===== src/hw/rtl/swm_pkg.sv =====
`default_nettype none
package swm_pkg;

  localparam int SWM_WINDOW_MAX  = 64;
  localparam int SWM_SAMPLE_BITS = 16;
  localparam int CFG_LEN_W       = 7;
  localparam int CFG_ADDR_W      = 3;
  localparam int CFG_DATA_W      = 32;

  localparam logic [CFG_LEN_W-1:0] WINDOW_LENGTH_RESET = 7'd3;

  typedef enum logic {
    REG_WINDOW_LENGTH = 1'b0,
    REG_UNUSED        = 1'b1
  } swm_reg_t;

  typedef struct packed {
    logic en;
    logic full;
    logic rm_low;
  } swm_ctrl_t;

endpackage
`default_nettype wire


===== src/hw/rtl/swm_cell.sv =====
`default_nettype none
module swm_cell
  import swm_pkg::*;
#(
  parameter int SAMPLE_BITS = SWM_SAMPLE_BITS,
  parameter int AGE_W       = 6
) (
  input  wire                           clk,
  input  wire swm_ctrl_t                ctrl,
  input  wire logic signed [SAMPLE_BITS-1:0] x,
  input  wire logic [AGE_W-1:0]         len_m1,
  input  wire logic                     valid,
  input  wire logic signed [SAMPLE_BITS-1:0] prev_val,
  input  wire logic [AGE_W-1:0]         prev_age,
  input  wire logic                     prev_le,
  input  wire logic signed [SAMPLE_BITS-1:0] next_val,
  input  wire logic [AGE_W-1:0]         next_age,
  input  wire logic                     next_le,
  input  wire logic                     rb_in,
  output logic                          rb_out,
  output logic                          rm,
  output logic                          le,
  output logic signed [SAMPLE_BITS-1:0] val,
  output logic [AGE_W-1:0]              age
);

  logic signed [SAMPLE_BITS-1:0] val_r, val_nxt;
  logic [AGE_W-1:0]              age_r, age_nxt;
  logic                          at_or_above;

  assign val = val_r;
  assign age = age_r;

  always_comb begin
    le          = valid && (val_r <= x);
    rm          = valid && ctrl.full && (age_r == len_m1);
    rb_out      = rb_in | rm;
    at_or_above = rb_in | rm;
  end

  always_comb begin
    val_nxt = val_r;
    age_nxt = AGE_W'(age_r + 1'b1);
    if (ctrl.rm_low) begin
      if (at_or_above && next_le) begin
        val_nxt = next_val;
        age_nxt = AGE_W'(next_age + 1'b1);
      end else if (at_or_above && le) begin
        val_nxt = x;
        age_nxt = '0;
      end
    end else begin
      if (le) begin
        val_nxt = val_r;
      end else if (prev_le) begin
        val_nxt = x;
        age_nxt = '0;
      end else if (!rb_in) begin
        val_nxt = prev_val;
        age_nxt = AGE_W'(prev_age + 1'b1);
      end
    end
  end

  always_ff @(posedge clk) begin
    if (ctrl.en) begin
      val_r <= val_nxt;
      age_r <= age_nxt;
    end
  end

endmodule
`default_nettype wire


===== config.mk =====
export PLATFORM = sky130hd
export DESIGN_NAME = swm_cell
export DESIGN_NICKNAME = d
export VERILOG_FILES = /design/src/hw/rtl/swm_pkg.sv /design/src/hw/rtl/swm_cell.sv
export SDC_FILE = /design/constraint.sdc
export NUM_CORES = 1
export LEC_CHECK = 0
export ABC_AREA = 1
export BUFFER_PORTS_ARGS = -buffer_cell sky130_fd_sc_hd__buf_2
export CAP_MARGIN = 15
export CORE_MARGIN = 10
export CORE_UTILIZATION = 40
export DETAILED_ROUTE_END_ITERATION = 10
export PLACE_DENSITY = 0.67
export SETUP_SLACK_MARGIN = 0.4
export SLEW_MARGIN = 20
export SYNTH_ARGS = -nofsm -noshare
export SYNTH_HDL_FRONTEND = slang
export SYNTH_SLANG_ARGS = --single-unit

===== constraint.sdc =====
create_clock -name clk -period 3.4 [get_ports clk]
set_clock_uncertainty 0.1 [all_clocks]
set_input_delay 0.51 -clock clk [delete_from_list [all_inputs] [get_ports clk]]
set_output_delay 0.51 -clock clk [all_outputs]
set_load 0.01 [all_outputs]

=== Word level (Yosys, flattened, before mapping) ===
Cells that the tools add are included.

* Reduce and logical (&&, ||, !) cells: 6
* Eq/ne operators: 4
* Bitwise gates (word level): 1
* Mux-type cells: 12
* Add/sub/neg operators: 3
* Order comparisons: 1

{| class="wikitable"
|+ Operator list
! cell !! number
|-
| two-way mux 16 bit || 6
|-
| two-way mux 6 bit || 6
|-
| adder 6 x 1 -> 6 bit (second input constant) || 3
|-
| less-or-equal comparator 16 bit || 1
|-
| == test 6 bit || 1
|-
| logical AND 1 bit || 5
|-
| AND reduction 4 bit || 1
|-
| inequality test 3 x 1 -> 1 bit (second input constant) || 1
|-
| inequality test 3 bit (second input constant) || 1
|-
| inequality test 2 bit (second input constant) || 1
|-
| OR 1 bit || 1
|}

* Output and inout bits: 25
* Logic and storage cells: 29
* Register bits: 22

=== Longest topological paths before layout ===
* Depth in word-level cells: 7
* Depth in mapped cells: 16

=== Worst setup path before layout ===
OpenSTA, ideal clock, no wires.

* Kind: input-to-reg
* Start point: input x[15]
* End point: register val_r[0] (netlist: val[0]) (enable)
* Stages on the path: 11
* Buffers on the path: 0
* Setup slack: 307 ps
* Arrival time: 2599 ps
* Library setup time: 394 ps
* Path through: inv_1 > ha_1 > nand2_1 > nor2_2 > nor3b_1 > nand2_1 > a21oi_1 > nand2_1 > nand3_1 > nand3_1 > a21oi_1

* Cells in the longest elaborated chain, start to end: 5
* Elaborated cells between the ends (all ways): 6
* Those cells by class: 1 x order compare; 2 x eq/ne; 3 x reduce/logical

{| class="wikitable"
|+ Ends and longest elaborated chain
! what !! RTL line !! text
|-
| start: declaration || swm_cell.sv:10 || <nowiki>input wire logic signed [SAMPLE_BITS-1:0] x,</nowiki>
|-
| less-or-equal comparator 16 bit * || swm_cell.sv:35 || <nowiki>le = valid && (val_r <= x);</nowiki>
|-
| logical AND 1 bit * || swm_cell.sv:35 ||
|-
| logical AND 1 bit || swm_cell.sv:48 || <nowiki>end else if (at_or_above && le) begin</nowiki>
|-
| inequality test 3 x 1 -> 1 bit (no line) || - ||
|-
| AND reduction 4 bit (no line) * || - ||
|-
| end signal: assignment || swm_cell.sv:67 || <nowiki>val_r <= val_nxt;</nowiki>
|-
| end: declaration || swm_cell.sv:27 || <nowiki>logic signed [SAMPLE_BITS-1:0] val_r, val_nxt;</nowiki>
|}

Every way passes the cells marked *; elsewhere a longest branch is shown, timed or not.
A chain may end at the register's enable or synchronous reset.

=== Final worst setup path ===
* Start point: register val_r[15] (netlist: val[15])
* End point: output le

* Cells in the longest elaborated chain, start to end: 2

{| class="wikitable"
|+ Ends and longest elaborated chain
! what !! RTL line !! text
|-
| less-or-equal comparator 16 bit || swm_cell.sv:35 ||
|-
| logical AND 1 bit || swm_cell.sv:35 ||
|-
| end: declaration || swm_cell.sv:22 || <nowiki>output logic le,</nowiki>
|}

No other way between the ends.

==> reports/results.ini <==
[synthesis]
yosysWarnings = 0
syn_nets = 405
synth_area_per_cell_um2 = 6.99
synthesis.area_mm2 = 0.00218
synth.distinct_cells = 26
ys_seq_elements = 22
seq_area_frac_synth_pct = 30.3
syn_inst = 312

[placed_design]
io_buffer_count = 98
dpl.hpwl_um = 5600
place_area_mm2 = 0.00274
gp_routability_congestion = 0.822

[routing]
antenna_left = 0
drt-vias-per-instance = 5.04
wl_per_cell_um = 14.4
firstDrtPassIters = 4
drt_wl_total_um = 6890
via_count = 2415
drt_iter0_markers = 111
drcViolationCount = 0

[pwr]
ir_drop_mv = 0.162
finalPower_uw = 846
powerDensity_mw_per_mm2 = 303
p_leak_nw = 1.44

[clocking]
cts_resized = 0
holdBufCountCts = 0
cts-root-buf = clkbuf_8
htree_levels = 1
clockBufferDepth = 2
path_clk_slew_ns = 0.08
cts_buffers = 3
clock_latency_ns = 0.26
numClockSinks = 22
post_cts_buffers = 0
tritoncts = built

[sta]
fmax_ghz = 0.361
setup-tns-final_ns = 0
rsz0062_at_grt = no
tightest_slew_ns = 0.648
period_minus_slack_ns = 2.77
slew_violations = 0
finalCritPeriodShare_pct = 81.4
hold_violations = 0
finalSetupViolations = 0
maxSlewHeadroom_pct = 56.8

[final_layout]
fillers = 542
multi_input_area_mm2 = 0.00132
final_area_mm2 = 0.00279
diodes = 0
drive_gt1_share_pct = 27.1
regArea_um2 = 661
fin_nets = 503
areaGrowthSynthToFinish_pct = 28.1

[global_routing]
grt_max_degree = 27
grt_pass1_wl_um = 11000
grtUsageTotal_pct = 14.8
antenna_found_initial = 0
overflow = 0
grt_pass1_vias = 2402

[die]
dieArea_mm2 = 0.00880
io_pins = 99
chipHeight_um = 93.8
rows = 26
coreArea_mm2 = 0.00520
die_x_um = 93.8
start_util_pct = 41.9

[critical_path]
crit_fanout = 6
endpoint_kind = output port
reg2reg_depth = 11
required_ns = 2.79
timing.rr.end = val[14]
worst-r2r-setup-slack_ns = 0.77
arrival_ns = 2.16
worstReg2RegStart = val[15]
start_kind = flop
worstSetupPathType = flop to output port

[min_path]
hp-class = input pin to flop
hold_depth = 1
min_from = ctrl[2]
min_to = age[5]

[run]
drv_cap = 0

[outcome]
outcome = finished clean

-- registers in the layout, indices dropped and copies added, names as in the netlist --
signal and cells:
age 6, val 16
-- power by group --
part	switching (mW)	total, mW	internal [mW]
sequential	0.0198	0.353	0.333
combinational	0.191	0.325	0.134
clock	0.0874	0.168	0.0806
total	0.298	0.846	0.548
-- routing by layer --
metal	up-vias	global-route usage, %	share of wire (%)
met5	-	0	0
met4	0	3.29	0.71
met3	4	3.12	7.5
met2	76	25.4	46
met1	1086	18.4	45
li1	1249	-	-
-- cells in the mapped netlist (all sizes together) --
master / instances / area, um2
nand2: 81 / 312
a21oi: 43 / 215
inv: 43 / 161
nand3: 26 / 135
o21ai: 26 / 134
edfxtp: 22 / 661
ha: 19 / 238
nor2: 13 / 51.3
o22ai: 9 / 56.3
xor2: 7 / 61.3
buf: 5 / 28.8
xnor2: 5 / 43.8
clkbuf: 3 / 11.3
nand3b: 3 / 22.5
nand4: 2 / 12.5
a21o: 1 / 7.51
clkinv: 1 / 8.76
nor3: 1 / 5.00
nor3b: 1 / 7.51
o21bai: 1 / 7.51
-- cells in the final DEF (no fill, tap or decap), drive strengths merged --
cell type,count
buf,101
nand2,81
nand4,2
edfxtp,22
clkinv,2
xnor2,5
a21oi,43
nor2,13
o21ai,26
o21bai,1
xor2,7
clkbuf,3
nand3,26
o22ai,9
nor3,1
nor3b,1
a21o,1
nand3b,3
ha,19
inv,43
-- cell type report --
type                    instances  area share (%)
well taps                      70            3.14
inverters                      44            6.10
clock inverters                 1           0.134
flip-flops and latches         22            23.7
multi-input cells             238            47.1
repair buffers                101            18.4
clock buffers                   3            1.48
-- metrics by stage --
step                      setup WS, ns  utilization (%)  std cells  hold WS, ns
after floorplan                  0.649                -        312        0.522
after global placement           0.631             52.7        475        0.684
after detailed placement         0.571             52.7        475        0.689
after CTS                        0.616             53.6        479        0.494
after global routing             0.447             53.6        479        0.496
final                            0.631             53.6        479        0.497
-- critical path, stage by stage, from the launching register on --
cell	delay, ns
edfxtp_1	0.40
ha_1	0.33
nand2_1	0.09
nor2_2	0.17
nor3b_1	0.21
nand2_1	0.10
a21oi_1	0.12
nand2_1	0.16
nand2_2	0.14
inv_1	0.04
buf_2	0.13
-- kinds of logic after synthesis --
| logic type | Yosys count | synth area share, % |
|---|---|---|
| compound gates | 80 | 19.3 |
| simple gates | 127 | 25.0 |
| flops | 22 | 30.3 |
| xor+xnor | 12 | 4.82 |
| buf+inv | 52 | 9.64 |
| fa+ha+maj | 19 | 10.9 |
-- worst max-delay path by stage --
stage,startpoint,end,slack [ns],depth (start not counted)
floorplan,x[15],val[0],0.65,11
global placement,x[15],val[0],0.63,13
detailed placement,x[15],val[8],0.57,13
CTS,val[15],le,0.62,10
global route,val[15],le,0.45,10
finish,val[15],le,0.63,10
(Power assumes the default switching activity.)
